===== config.mk =====
export PLATFORM = sky130hd
export DESIGN_NAME = button_gesture_classifier_flat
export DESIGN_NICKNAME = d
export VERILOG_FILES = /design/src/rtl/bgc_pkg.sv /design/src/rtl/bgc_if.sv /design/src/rtl/bgc_time_unit.sv /design/src/rtl/button_gesture_classifier.sv /design/src/flat_wrapper.sv
export SDC_FILE = /design/constraint.sdc
export NUM_CORES = 1
export LEC_CHECK = 0
export BUFFER_PORTS_ARGS = -buffer_cell sky130_fd_sc_hd__buf_4
export CELL_PAD_IN_SITES_DETAIL_PLACEMENT = 1
export CELL_PAD_IN_SITES_GLOBAL_PLACEMENT = 2
export CORE_MARGIN = 2
export CORE_UTILIZATION = 35
export DETAILED_ROUTE_END_ITERATION = 10
export GPL_TIMING_DRIVEN = 0
export PLACE_DENSITY_LB_ADDON = 0.3
export SYNTH_ARGS = -nofsm -noshare
export SYNTH_HDL_FRONTEND = slang
export SYNTH_SLANG_ARGS = --single-unit

===== constraint.sdc =====
create_clock -name clk -period 15.4 [get_ports clk]
set_clock_uncertainty 0.05 [all_clocks]
set_input_delay 1.54 -clock clk [delete_from_list [all_inputs] [get_ports clk]]
set_output_delay 1.54 -clock clk [all_outputs]
set_load 0.05 [all_outputs]

===== src/rtl/bgc_pkg.sv =====
// ----------------------------------------------------------------------------
// bgc_pkg
// Shared constants, codes and types of the button gesture classifier.
// ----------------------------------------------------------------------------
`default_nettype none

package bgc_pkg;

	// Sizing
	localparam int BUTTON_COUNT  = 3;
	localparam int TIME_BITS     = 32;
	localparam int BTN_IDX_BITS  = (BUTTON_COUNT > 1) ? $clog2(BUTTON_COUNT) : 1;

	// Fixed field widths
	localparam int ID_BITS       = 2;
	localparam int TS_BITS       = 32;
	localparam int KIND_BITS     = 2;
	localparam int MASK_BITS     = 3;
	localparam int CFG_IDX_BITS  = 1;
	localparam int CFG_DATA_BITS = 16;

	// Register reset values
	localparam logic [CFG_DATA_BITS-1:0] COMBO_WINDOW_RST = 16'd200;
	localparam logic [CFG_DATA_BITS-1:0] LONG_PRESS_RST   = 16'd750;

	// Configuration register indexes
	typedef enum logic [CFG_IDX_BITS-1:0] {
		CFG_COMBO_WINDOW = 1'b0,
		CFG_LONG_PRESS   = 1'b1
	} cfg_reg_t;

	// Gesture codes
	typedef enum logic [KIND_BITS-1:0] {
		GK_CLICK      = 2'd0,
		GK_LONG       = 2'd1,
		GK_COMBO      = 2'd2,
		GK_LONG_COMBO = 2'd3
	} gesture_kind_t;

	// Sequencer states
	typedef enum logic [2:0] {
		S_IDLE,
		S_SCAN,
		S_DECIDE,
		S_CLONG,
		S_PUT,
		S_WAIT,
		S_EMIT
	} state_t;

	// Request to the shared time unit
	typedef struct packed {
		logic [TIME_BITS-1:0] a;
		logic [TIME_BITS-1:0] b;
		logic [TIME_BITS-1:0] thr;
		logic                 use_abs;
	} unit_req_t;

	// Response of the shared time unit
	typedef struct packed {
		logic le;
		logic ge;
	} unit_rsp_t;

endpackage

`default_nettype wire


===== src/rtl/bgc_if.sv =====
// ----------------------------------------------------------------------------
// bgc_if
// Channel interfaces: button events in, gestures out, register writes in.
// ----------------------------------------------------------------------------
`default_nettype none

interface bgc_event_if import bgc_pkg::*; ();
	logic               valid;
	logic               ready;
	logic [ID_BITS-1:0] btn_sel;
	logic               level;
	logic [TS_BITS-1:0] timestamp;

	modport source (output valid, btn_sel, level, timestamp, input ready);
	modport sink   (input valid, btn_sel, level, timestamp, output ready);
endinterface

interface bgc_gesture_if import bgc_pkg::*; ();
	logic                 valid;
	logic                 ready;
	logic [KIND_BITS-1:0] gesture_kind;
	logic [MASK_BITS-1:0] button_mask;
	logic                 last_result;

	modport source (output valid, gesture_kind, button_mask, last_result, input ready);
	modport sink   (input valid, gesture_kind, button_mask, last_result, output ready);
endinterface

interface bgc_cfg_if import bgc_pkg::*; ();
	logic                     valid;
	logic                     ready;
	logic [CFG_IDX_BITS-1:0]  index;
	logic [CFG_DATA_BITS-1:0] data;

	modport source (output valid, index, data, input ready);
	modport sink   (input valid, index, data, output ready);
endinterface

`default_nettype wire


===== src/rtl/bgc_time_unit.sv =====
// ----------------------------------------------------------------------------
// bgc_time_unit
// Shared subtract and compare unit: a - b (optionally its magnitude) against
// a threshold. Used for hold durations, press spreads and press distances.
// ----------------------------------------------------------------------------
`default_nettype none

module bgc_time_unit import bgc_pkg::*; (
	input  unit_req_t req,
	output unit_rsp_t rsp
);

	logic [TIME_BITS:0]   diff;
	logic [TIME_BITS-1:0] mag;
	logic                 lt;

	// Subtract with borrow, negate on borrow when the magnitude is wanted
	assign diff = {1'b0, req.a} - {1'b0, req.b};
	assign mag  = (req.use_abs && diff[TIME_BITS]) ? (~diff[TIME_BITS-1:0] + 1'b1)
	                                               : diff[TIME_BITS-1:0];

	// Compare against the threshold
	assign lt     = mag < req.thr;
	assign rsp.le = lt || (mag == req.thr);
	assign rsp.ge = !lt;

endmodule

`default_nettype wire


===== src/rtl/button_gesture_classifier.sv =====
// ----------------------------------------------------------------------------
// button_gesture_classifier
// Turns debounced button edges into click, long press and combo gestures.
// ----------------------------------------------------------------------------
// One event is handled at a time by a sequencer that visits one button per
// cycle and shares a single subtract-and-compare unit. An event with nothing
// pending passes through the scan and decide states only; a lone released
// button is then checked against the others in a further pass and reported
// in another; each gesture beat waits for the output register to be free, and
// the sequencer holds its button meanwhile. An event for a button index of
// BUTTON_COUNT or more is taken and dropped.
// Register writes are taken at any time and must only be made while idle.
`default_nettype none

module button_gesture_classifier import bgc_pkg::*; (
	input  wire logic     clk,
	input  wire logic     arst_n,
	bgc_event_if.sink     btn_evt,
	bgc_gesture_if.source gesture,
	bgc_cfg_if.sink       cfg
);

	localparam logic [BTN_IDX_BITS-1:0] BTN_LAST = BTN_IDX_BITS'(BUTTON_COUNT - 1);

	state_t state_q, state_d;

	logic [BTN_IDX_BITS-1:0] idx_q;
	logic [BUTTON_COUNT-1:0] level_q;
	logic [BUTTON_COUNT-1:0] handled_q;
	logic [TIME_BITS-1:0]    press_q   [BUTTON_COUNT];
	logic [TIME_BITS-1:0]    release_q [BUTTON_COUNT];

	logic [BUTTON_COUNT-1:0] cmask_q;
	logic [1:0]              cnt_q;
	logic [TIME_BITS-1:0]    lo_q, hi_q;
	logic [BTN_IDX_BITS-1:0] only_q;
	logic                    combo_long_q;

	logic [CFG_DATA_BITS-1:0] combo_window_q, long_press_q;

	logic                 out_valid_q;
	logic [KIND_BITS-1:0] out_kind_q;
	logic [MASK_BITS-1:0] out_mask_q;
	logic                 out_last_q;

	logic [BTN_IDX_BITS-1:0] evt_idx;
	logic                    id_ok, evt_fire;
	logic [TIME_BITS-1:0]    evt_time;
	logic                    last_idx, cur_cand, more_after, out_free;
	logic                    hold_back, step;
	logic                    out_load;
	logic [KIND_BITS-1:0]    out_kind_d;
	logic [MASK_BITS-1:0]    out_mask_d;
	logic                    out_last_d;
	logic [BUTTON_COUNT-1:0] handled_set;
	logic [TIME_BITS-1:0]    cw_ext, lp_ext;
	logic                    scan_cand;
	unit_req_t               unit_req;
	unit_rsp_t               unit_rsp;

	// Shared subtract-and-compare unit
	bgc_time_unit u_unit (
		.req (unit_req),
		.rsp (unit_rsp)
	);

	// Event decode
	assign evt_idx  = BTN_IDX_BITS'(btn_evt.btn_sel);
	assign id_ok    = 32'(btn_evt.btn_sel) < 32'(BUTTON_COUNT);
	assign evt_fire = btn_evt.valid && btn_evt.ready && id_ok;
	assign evt_time = btn_evt.timestamp[TIME_BITS-1:0];

	// Per-button views
	assign last_idx  = idx_q == BTN_LAST;
	assign cur_cand  = cmask_q[idx_q];
	assign scan_cand = !handled_q[idx_q] && level_q[idx_q];
	assign out_free  = !out_valid_q || gesture.ready;
	assign cw_ext    = TIME_BITS'(combo_window_q);
	assign lp_ext    = TIME_BITS'(long_press_q);

	// Flag candidates above the current button
	always_comb begin
		more_after = 1'b0;
		for (int j = 0; j < BUTTON_COUNT; j++) begin
			if (cmask_q[j] && (BTN_IDX_BITS'(j) > idx_q)) begin
				more_after = 1'b1;
			end
		end
	end

	// Shared unit operands: hold time by default, spread or distance on demand
	always_comb begin
		unit_req.a       = release_q[idx_q];
		unit_req.b       = press_q[idx_q];
		unit_req.thr     = lp_ext;
		unit_req.use_abs = 1'b0;
		case (state_q)
			S_DECIDE: begin
				unit_req.a   = hi_q;
				unit_req.b   = lo_q;
				unit_req.thr = cw_ext;
			end
			S_WAIT: begin
				unit_req.a       = press_q[only_q];
				unit_req.b       = press_q[idx_q];
				unit_req.thr     = cw_ext;
				unit_req.use_abs = 1'b1;
			end
			default: ;
		endcase
	end

	// Sequencer outputs
	always_comb begin
		btn_evt.ready = 1'b0;
		hold_back   = 1'b0;
		step        = 1'b0;
		out_load    = 1'b0;
		out_kind_d  = GK_CLICK;
		out_mask_d  = MASK_BITS'(BUTTON_COUNT'(1) << idx_q);
		out_last_d  = !more_after;
		handled_set = '0;
		case (state_q)
			S_IDLE: begin
				btn_evt.ready = 1'b1;
			end
			S_SCAN: begin
				step = 1'b1;
			end
			S_DECIDE: begin
				step = 1'b0;
			end
			S_CLONG: begin
				step = 1'b1;
			end
			S_PUT: begin
				out_load    = out_free;
				out_kind_d  = combo_long_q ? GK_LONG_COMBO : GK_COMBO;
				out_mask_d  = MASK_BITS'(cmask_q);
				out_last_d  = 1'b1;
				handled_set = out_free ? cmask_q : '0;
			end
			S_WAIT: begin
				hold_back = (idx_q != only_q) && !handled_q[idx_q] && !level_q[idx_q]
				            && unit_rsp.le;
				step      = !hold_back;
			end
			S_EMIT: begin
				step       = !cur_cand || out_free;
				out_load   = cur_cand && out_free;
				out_kind_d = unit_rsp.ge ? GK_LONG : GK_CLICK;
				if (cur_cand && out_free) begin
					handled_set[idx_q] = 1'b1;
				end
			end
			default: begin
				btn_evt.ready = 1'b0;
			end
		endcase
	end

	// Sequencer next state
	always_comb begin
		state_d = state_q;
		case (state_q)
			S_IDLE: begin
				if (evt_fire) state_d = S_SCAN;
			end
			S_SCAN: begin
				if (last_idx) state_d = S_DECIDE;
			end
			S_DECIDE: begin
				if (cnt_q == 2'd0) begin
					state_d = S_IDLE;
				end else if (cnt_q == 2'd1) begin
					state_d = S_WAIT;
				end else if (unit_rsp.le) begin
					state_d = S_CLONG;
				end else begin
					state_d = S_EMIT;
				end
			end
			S_CLONG: begin
				if (last_idx) state_d = S_PUT;
			end
			S_PUT: begin
				if (out_free) state_d = S_IDLE;
			end
			S_WAIT: begin
				if (hold_back) begin
					state_d = S_IDLE;
				end else if (last_idx) begin
					state_d = S_EMIT;
				end
			end
			S_EMIT: begin
				if (step && last_idx) state_d = S_IDLE;
			end
			default: begin
				state_d = S_IDLE;
			end
		endcase
	end

	// State and button index
	always_ff @(posedge clk or negedge arst_n) begin
		if (!arst_n) begin
			state_q <= S_IDLE;
			idx_q   <= '0;
		end else begin
			state_q <= state_d;
			if (state_d == S_IDLE) begin
				idx_q <= '0;
			end else if (step) begin
				idx_q <= last_idx ? '0 : idx_q + 1'b1;
			end
		end
	end

	// Per-button state: record the event, mark reported buttons handled
	always_ff @(posedge clk or negedge arst_n) begin
		if (!arst_n) begin
			level_q   <= '1;
			handled_q <= '1;
			for (int i = 0; i < BUTTON_COUNT; i++) begin
				press_q[i]   <= '0;
				release_q[i] <= '0;
			end
		end else begin
			handled_q <= handled_q | handled_set;
			if (evt_fire) begin
				level_q[evt_idx] <= btn_evt.level;
				if (btn_evt.level) begin
					release_q[evt_idx] <= evt_time;
				end else begin
					press_q[evt_idx]   <= evt_time;
					handled_q[evt_idx] <= 1'b0;
				end
			end
		end
	end

	// Candidate scan: mask, count, lone candidate and combo long flag
	always_ff @(posedge clk or negedge arst_n) begin
		if (!arst_n) begin
			cmask_q      <= '0;
			cnt_q        <= '0;
			only_q       <= '0;
			combo_long_q <= 1'b0;
		end else begin
			if (evt_fire) begin
				cmask_q <= '0;
				cnt_q   <= '0;
			end
			if (state_q == S_SCAN && scan_cand) begin
				cmask_q[idx_q] <= 1'b1;
				if (cnt_q != 2'd2) cnt_q <= cnt_q + 1'b1;
				if (cnt_q == 2'd0) only_q <= idx_q;
			end
			if (state_q == S_DECIDE) begin
				combo_long_q <= 1'b1;
			end
			if (state_q == S_CLONG && cur_cand && !unit_rsp.ge) begin
				combo_long_q <= 1'b0;
			end
		end
	end

	// Press time range of the candidates
	always_ff @(posedge clk) begin
		if (state_q == S_SCAN && scan_cand) begin
			if (cnt_q == 2'd0 || press_q[idx_q] < lo_q) lo_q <= press_q[idx_q];
			if (cnt_q == 2'd0 || press_q[idx_q] > hi_q) hi_q <= press_q[idx_q];
		end
	end

	// Configuration registers
	assign cfg.ready = 1'b1;

	always_ff @(posedge clk or negedge arst_n) begin
		if (!arst_n) begin
			combo_window_q <= COMBO_WINDOW_RST;
			long_press_q   <= LONG_PRESS_RST;
		end else if (cfg.valid && cfg.ready) begin
			case (cfg_reg_t'(cfg.index))
				CFG_COMBO_WINDOW: combo_window_q <= cfg.data;
				CFG_LONG_PRESS:   long_press_q   <= cfg.data;
				default:          combo_window_q <= combo_window_q;
			endcase
		end
	end

	// Output register: hold a beat until taken
	always_ff @(posedge clk or negedge arst_n) begin
		if (!arst_n) begin
			out_valid_q <= 1'b0;
		end else if (out_load) begin
			out_valid_q <= 1'b1;
		end else if (gesture.ready) begin
			out_valid_q <= 1'b0;
		end
	end

	always_ff @(posedge clk) begin
		if (out_load) begin
			out_kind_q <= out_kind_d;
			out_mask_q <= out_mask_d;
			out_last_q <= out_last_d;
		end
	end

	assign gesture.valid        = out_valid_q;
	assign gesture.gesture_kind = out_kind_q;
	assign gesture.button_mask  = out_mask_q;
	assign gesture.last_result  = out_last_q;

endmodule

`default_nettype wire


===== src/flat_wrapper.sv =====
// flat-port wrapper written by rule: the top's interface ports become plain ports
module button_gesture_classifier_flat import bgc_pkg::*;
  (clk, arst_n, btn_evt_valid, btn_evt_btn_sel, btn_evt_level, btn_evt_timestamp, btn_evt_ready, gesture_valid, gesture_gesture_kind, gesture_button_mask, gesture_last_result, gesture_ready, cfg_valid, cfg_index, cfg_data, cfg_ready);
  bgc_event_if btn_evt_i ();
  bgc_gesture_if gesture_i ();
  bgc_cfg_if cfg_i ();
  input  wire logic clk;
  input  wire logic arst_n;
  input wire logic [$bits(btn_evt_i.valid)-1:0] btn_evt_valid;
  input wire logic [$bits(btn_evt_i.btn_sel)-1:0] btn_evt_btn_sel;
  input wire logic [$bits(btn_evt_i.level)-1:0] btn_evt_level;
  input wire logic [$bits(btn_evt_i.timestamp)-1:0] btn_evt_timestamp;
  output wire logic [$bits(btn_evt_i.ready)-1:0] btn_evt_ready;
  output wire logic [$bits(gesture_i.valid)-1:0] gesture_valid;
  output wire logic [$bits(gesture_i.gesture_kind)-1:0] gesture_gesture_kind;
  output wire logic [$bits(gesture_i.button_mask)-1:0] gesture_button_mask;
  output wire logic [$bits(gesture_i.last_result)-1:0] gesture_last_result;
  input wire logic [$bits(gesture_i.ready)-1:0] gesture_ready;
  input wire logic [$bits(cfg_i.valid)-1:0] cfg_valid;
  input wire logic [$bits(cfg_i.index)-1:0] cfg_index;
  input wire logic [$bits(cfg_i.data)-1:0] cfg_data;
  output wire logic [$bits(cfg_i.ready)-1:0] cfg_ready;
  assign btn_evt_i.valid = btn_evt_valid;
  assign btn_evt_i.btn_sel = btn_evt_btn_sel;
  assign btn_evt_i.level = btn_evt_level;
  assign btn_evt_i.timestamp = btn_evt_timestamp;
  assign btn_evt_ready = btn_evt_i.ready;
  assign gesture_valid = gesture_i.valid;
  assign gesture_gesture_kind = gesture_i.gesture_kind;
  assign gesture_button_mask = gesture_i.button_mask;
  assign gesture_last_result = gesture_i.last_result;
  assign gesture_i.ready = gesture_ready;
  assign cfg_i.valid = cfg_valid;
  assign cfg_i.index = cfg_index;
  assign cfg_i.data = cfg_data;
  assign cfg_ready = cfg_i.ready;
  button_gesture_classifier u_core (.clk(clk), .arst_n(arst_n), .btn_evt(btn_evt_i), .gesture(gesture_i), .cfg(cfg_i));
endmodule

# After elaboration in Yosys (flattened, before gate mapping)
# Cells that the tools add are included.
[word_totals]
regBits = 314
in_bits = 57
elab_cells = 172
[classes]
n_addsub = 4
order_cmp = 15
eq_ne = 11
n_shift = 1
n_mux = 66
bitwise_logic = 10
reduce_logical = 43
[op_table]
columns = ["operator", "n"]
rows = [
  ["$mux 32", 8],
  ["$bmux 32 s2", 3],
  ["$bwmux 96", 2],
  ["$pmux 96 s2", 1],
  ["$demux 32 s2", 1],
  ["$lt 32x32->1", 2],
  ["$mux 3", 17],
  ["$sub 32x32->33", 1],
  ["$add 32x1->32 const B", 1],
  ["$eq 32x32->1", 1],
  ["$gt 32x32->1", 1],
  ["$not 32->32", 1],
  ["$pmux 3 s7", 1],
  ["$logic_and 1x1->1", 18],
  ["$mux 1", 17],
  ["$reduce_and 2->1", 7],
  ["$mux 2", 6],
  ["$eq 3x3->1 const B", 3],
  ["$ge 3x3->1 const B", 3],
  ["$not 2->3", 3],
  ["$bmux 1 s2", 3],
  ["$eq 3x2->1 const B", 2],
  ["$logic_not 1->1", 6],
  ["$logic_not 3->1", 2],
  ["27 further kinds", 40],
]

# Depth between registers and ports, before layout
[logic_depth]
depth_word = 19
depth_mapped = 34

# Cells and area by module
# A second synthesis with hierarchy kept.
[hier_totals]
cells_unflattened = 1994
area_unflattened_um2 = 20238.2
[by_module_without_submodules]
columns = ["module", "instances", "cells_each", "area_each_um2", "seq_area_each_um2"]
rows = [
  ["button_gesture_classifier", 1, 1404, 16175.5, 8227.9],
  ["bgc_time_unit", 1, 590, 4062.6, 0.0],
]

# Least setup slack after synthesis
# OpenSTA, ideal clock, no wires.
[synth_timing]
kind = "reg2reg"
start = "register u_core.idx_q[1]"
end = "register u_core.idx_q[0]"
setup_time_ns = 0.134
t_arrival_ns = 7.000
slack_ns = 8.216
path_stages_with_launch = 31
n_path_buf = 6
synth_period_minus_slack_ns = 7.184
path_cell_list = "dfrtp_1 > clkbuf_1 > clkbuf_1 > clkbuf_1 > buf_1 > mux2i_1 > o21ai_0 > o21ai_0 > fa_1 > a211oi_2 > o21ai_2 > a21boi_4 > o211ai_1 > o31ai_1 > clkbuf_1 > clkbuf_1 > o21ai_0 > ha_1 > nor2b_1 > o21a_1 > o21a_1 > o21a_1 > o21a_1 > o21ai_0 > a21oi_1 > o22a_1 > a211oi_1 > nand4_1 > o21a_1 > a311oi_2 > a22oi_1"
[synth_between]
elab_chain_len = 19
word_cells_on_any_way = 49
classes_between = "add/sub: 2; order compare: 1; eq/ne: 3; mux: 28; bitwise: 2; reduce/logical: 13"
[synth_rtl]
columns = ["item", "line_no", "text"]
rows = [
  ["start, declared", "button_gesture_classifier.sv:27", "logic [BTN_IDX_BITS-1:0] idx_q;"],
  ["start signal, assigned", "button_gesture_classifier.sv:215", "idx_q <= last_idx ? '0 : idx_q + 1'b1;"],
  ["$not 2->3 (not written as such)", "button_gesture_classifier.sv:93, button_gesture_classifier.sv:94, button_gesture_classifier.sv:105", ""],
  ["$bmux 32 s2, on equally long branches", "button_gesture_classifier.sv:93, button_gesture_classifier.sv:94, button_gesture_classifier.sv:105", ""],
  ["$mux 32, on equally long branches (2 in series)", "button_gesture_classifier.sv:93, button_gesture_classifier.sv:94, button_gesture_classifier.sv:105", ""],
  ["$pmux 96 s2", "button_gesture_classifier.sv:97", "case (state_q)"],
  ["$sub 32x32->33", "bgc_time_unit.sv:18", "assign diff = {1'b0, req.a} - {1'b0, req.b};"],
  ["$not 32->32", "bgc_time_unit.sv:19", "assign mag = (req.use_abs && diff[TIME_BITS]) ? (~diff[TIME_BITS-1:0] + 1'b1)"],
  ["$add 32x1->32", "bgc_time_unit.sv:19", ""],
  ["$mux 32", "bgc_time_unit.sv:19", ""],
  ["(+2 left out)", "-", ""],
  ["$logic_and 1x1->1", "button_gesture_classifier.sv:145", "&& unit_rsp.le;"],
  ["$logic_not 1->1", "button_gesture_classifier.sv:146", "step = !hold_back;"],
  ["$pmux 1 s3", "button_gesture_classifier.sv:123", "case (state_q)"],
  ["$logic_and 1x1->1", "button_gesture_classifier.sv:197", "if (step && last_idx) state_d = S_IDLE;"],
  ["$mux 3", "button_gesture_classifier.sv:197", ""],
  ["$pmux 3 s7", "button_gesture_classifier.sv:165", "case (state_q)"],
  ["$logic_not 3->1", "button_gesture_classifier.sv:212", "if (state_d == S_IDLE) begin"],
  ["$mux 2 / $reduce_bool 2->1 (equally long branches)", "-", ""],
]
# Parallel ways exist; a longest one is shown, timed or not. The select of a mux whose other input is x is not followed.
# A chain may end at the register's enable or synchronous reset.

# Final worst setup path
# Ends and elaborated chain as after synthesis.

==> flow_summary.yaml <==
drt:
  drt_wl_total_um: 64200
  num_vias: 15500
  ant_nets: 0
  drcViolationCount: 0
  drt_pass1_iterations: 5
  drt_iter0_drc: 765
  viasPerCell: 5.57
  wl_per_cell_um: 23.1
cells_and_area:
  syn2layout_area_growth_pct: 14.1
  fillers: 6119
  nets: 2178
  final_area_um2: 22200
  num_antenna_cells: 0
  post-route-util_pct: 40.3
  drive_gt1_share_pct: 19.5
synthesis:
  synth_top_area_cell: "dfrtp_1"
  ys_seq_area_share_pct: 42.3
  postSynthCellCount: 1901
  synth_cell_types: 79
  synth_ff_type: "dfrtp_1"
  ys_ff_latch: 314
  yosys_warnings: 0
  ys_top_cells_by_area: "dfrtp_1, mux2_2, edfxtp_1"
  synth_edf_count: 70
  synth_top_cell_area_share_pct: 29.3
  synth_nets: 2071
  synthArstFlopShare_pct: 77.7
  avgSynthCellArea_um2: 10.2
  synth_area_um2: 19400
sta:
  slew_headroom_pct: 17.6
  setup_viol_count_final: 0
  rsz0062_at_grt: "no"
  slew_violations: 0
  fmax_mhz: 95.6
  final.setup.tns_ns: 0
  whs_ns: 0.416
  finalCritPeriodShare_pct: 67.9
  tightest_slew_ns: 1.24
  min_period_ns: 10.46
  hold_viol: 0
clock_tree:
  cts_tree: "yes"
  numCtsBuffers: 39
  ctsResizeCount: 0
  clockBufferDepth: 3
  clock-root-buffer: "clkbuf_16"
  path_clk_slew_ns: 0.06
  hold_buffers: 0
  htree_num_levels: 2
  post_cts_buffers: 0
  clkSinkCount: 314
  worstSkewPairLatency_ns: 0.58
setup_path:
  worstReg2RegStart: "u_core.idx_q[1]"
  cp.required_ns: 15.78
  slowest_delay_ns: 0.95
  cp-end-kind: "register"
  slowest_stage: "clkbuf_1"
  cp-startpoint: "u_core.idx_q[1]"
  crit_type: "register to register"
  arrival_ns: 10.84
  crit_top_cell: "clkbuf_1"
  cp-start-kind: "register"
  crit_path_max_fanout: 10
placement:
  port_buffers: 62
  placed_cell_area_um2: 20900
  place_congestion: 0.843
  dp_hpwl_um: 48700
global_routing:
  grt_pass1_wl_um: 98700
  grt_overflow_total: 0
  grt_max_degree: 105
  grt_pass1_vias: 16500
  antenna_found_initial: 0
  grt.total_usage_pct: 22.6
hold_path:
  min_path_type: "register to register"
  worstHoldStart: "u_core.level_q[1]"
floorplan:
  start_util_pct: 35.4
  dieWidth_um: 240
  dieArea_um2: 57500
  fp.dieH_um: 240
  coreArea_um2: 55000
  core.rowCount: 86
  io_pins: 66
run_status:
  status: "complete, no violations"
flow_run:
  maxCapViolations: 0
-- synth_stat cells (all sizes together), types with 11 or more instances --
cell and instances:
mux2 237, dfrtp 228, o21ai 213, nand2 186, ha 112, mux2i 108, clkbuf 92, a21oi 81
inv 79, edfxtp 70, nor2 63, a22oi 31, nor3 29, nand4 28, xnor2 28, o21a 25
nand2b 22, nor2b 19, nand3 17, dfstp 16, a21o 15, buf 15, or3 13, and2 12
o211ai 12, xor2 11
-- through the flow --
stage,cells,setup WS [ns]
global route,2784,4.26
CTS,2784,5.06
finish,2784,4.94
global placement,2711,5.16
detailed placement,2715,5.11
floorplan,1901,8.22
-- cells in the final DEF (no fill, tap or decap), types with 17 or more instances in the layout --
| master | instances |
|---|---|
| nand4_1 | 28 |
| nand2_1 | 186 |
| clkbuf_16 | 39 |
| nand3_1 | 17 |
| o21a_1 | 24 |
| buf_4 | 64 |
| clkbuf_1 | 107 |
| nor2_1 | 63 |
| dfrtp_1 | 228 |
| nor3_1 | 28 |
| a22oi_1 | 31 |
| nand2b_1 | 22 |
| a21oi_1 | 81 |
| edfxtp_1 | 70 |
| ha_1 | 112 |
| mux2i_1 | 108 |
| o21ai_0 | 208 |
| inv_1 | 79 |
| mux2_2 | 237 |
| xnor2_1 | 28 |
| nor2b_1 | 19 |
-- critical path: cells and delay by family (launching register included) --
kind	cells	cell delay, ns
adders and majority gates	2	0.83
AOI/OAI and AO/OA	19	5.21
muxes	1	0.16
and+or+nand+nor	2	0.30
buffers and inverters	6	3.39
DFF	1	0.33
-- flip-flops by register name (all words and copies together) (netlist names) --
signal / cells
u_core.cnt_q: 2
u_core.long_press_q: 16
u_core.gesture.button_mask: 3
u_core.cmask_q: 3
u_core.handled_q: 3
u_core.hi_q: 32
u_core.release_q: 96
u_core.lo_q: 32
u_core.only_q: 2
u_core.press_q: 96
u_core.combo_long_q: 1
u_core.state_q: 3
u_core.level_q: 3
u_core.gesture.valid: 1
u_core.idx_q: 2
u_core.gesture.gesture_kind: 2
u_core.combo_window_q: 16
u_core.gesture.last_result: 1
-- per-layer routing --
metal	vias to the layer above	track usage (%)	routed length, um
met2	293	38.2	30700
met3	94	3.45	2600
met5	-	0	0
li1	7188	-	-
met4	0	7.54	1950
met1	7920	29.5	29000
-- worst paths after layout --
check | to | slack (ns) | depth (start not counted)
max | u_core.idx_q[0] | 4.94 | 30
min | u_core.level_q[1] | 0.42 | 2
max reg2reg | u_core.idx_q[0] | 4.94 | 30
min reg2reg | u_core.level_q[1] | 0.42 | 2
max in group asynchronous | u_core.idx_q[0] | 13.18 | 3
min in group asynchronous | u_core.long_press_q[10] | 0.81 | 1
-- layout make-up --
class	count	area (um2)	share of cell area (%)
Inverter	79	297	1.34
Clock inverter	8	106	0.480
Sequential cell	314	8230	37.1
Clock buffer	61	1130	5.09
Timing Repair Buffer	66	543	2.45
Buffer	107	408	1.84
Tap cell	748	936	4.22
Multi-Input combinational cell	1401	10500	47.5
-- logic make-up after synthesis --
kind of cell               Yosys count  synth area share, %
AOI/OAI and AO/OA                  475                 15.1
and+or+nand+nor                    428                 10.5
muxes                              345                 19.3
DFF                                314                 42.3
buffers and inverters              186                 3.62
adders and majority gates          113                 7.31
xor gates and xnor gates            39                 1.76
other                                1               0.0193
Power is left out: the tool's default activity adds up to more than one toggle a clock period on the data nets, which glitch-free logic cannot reach.
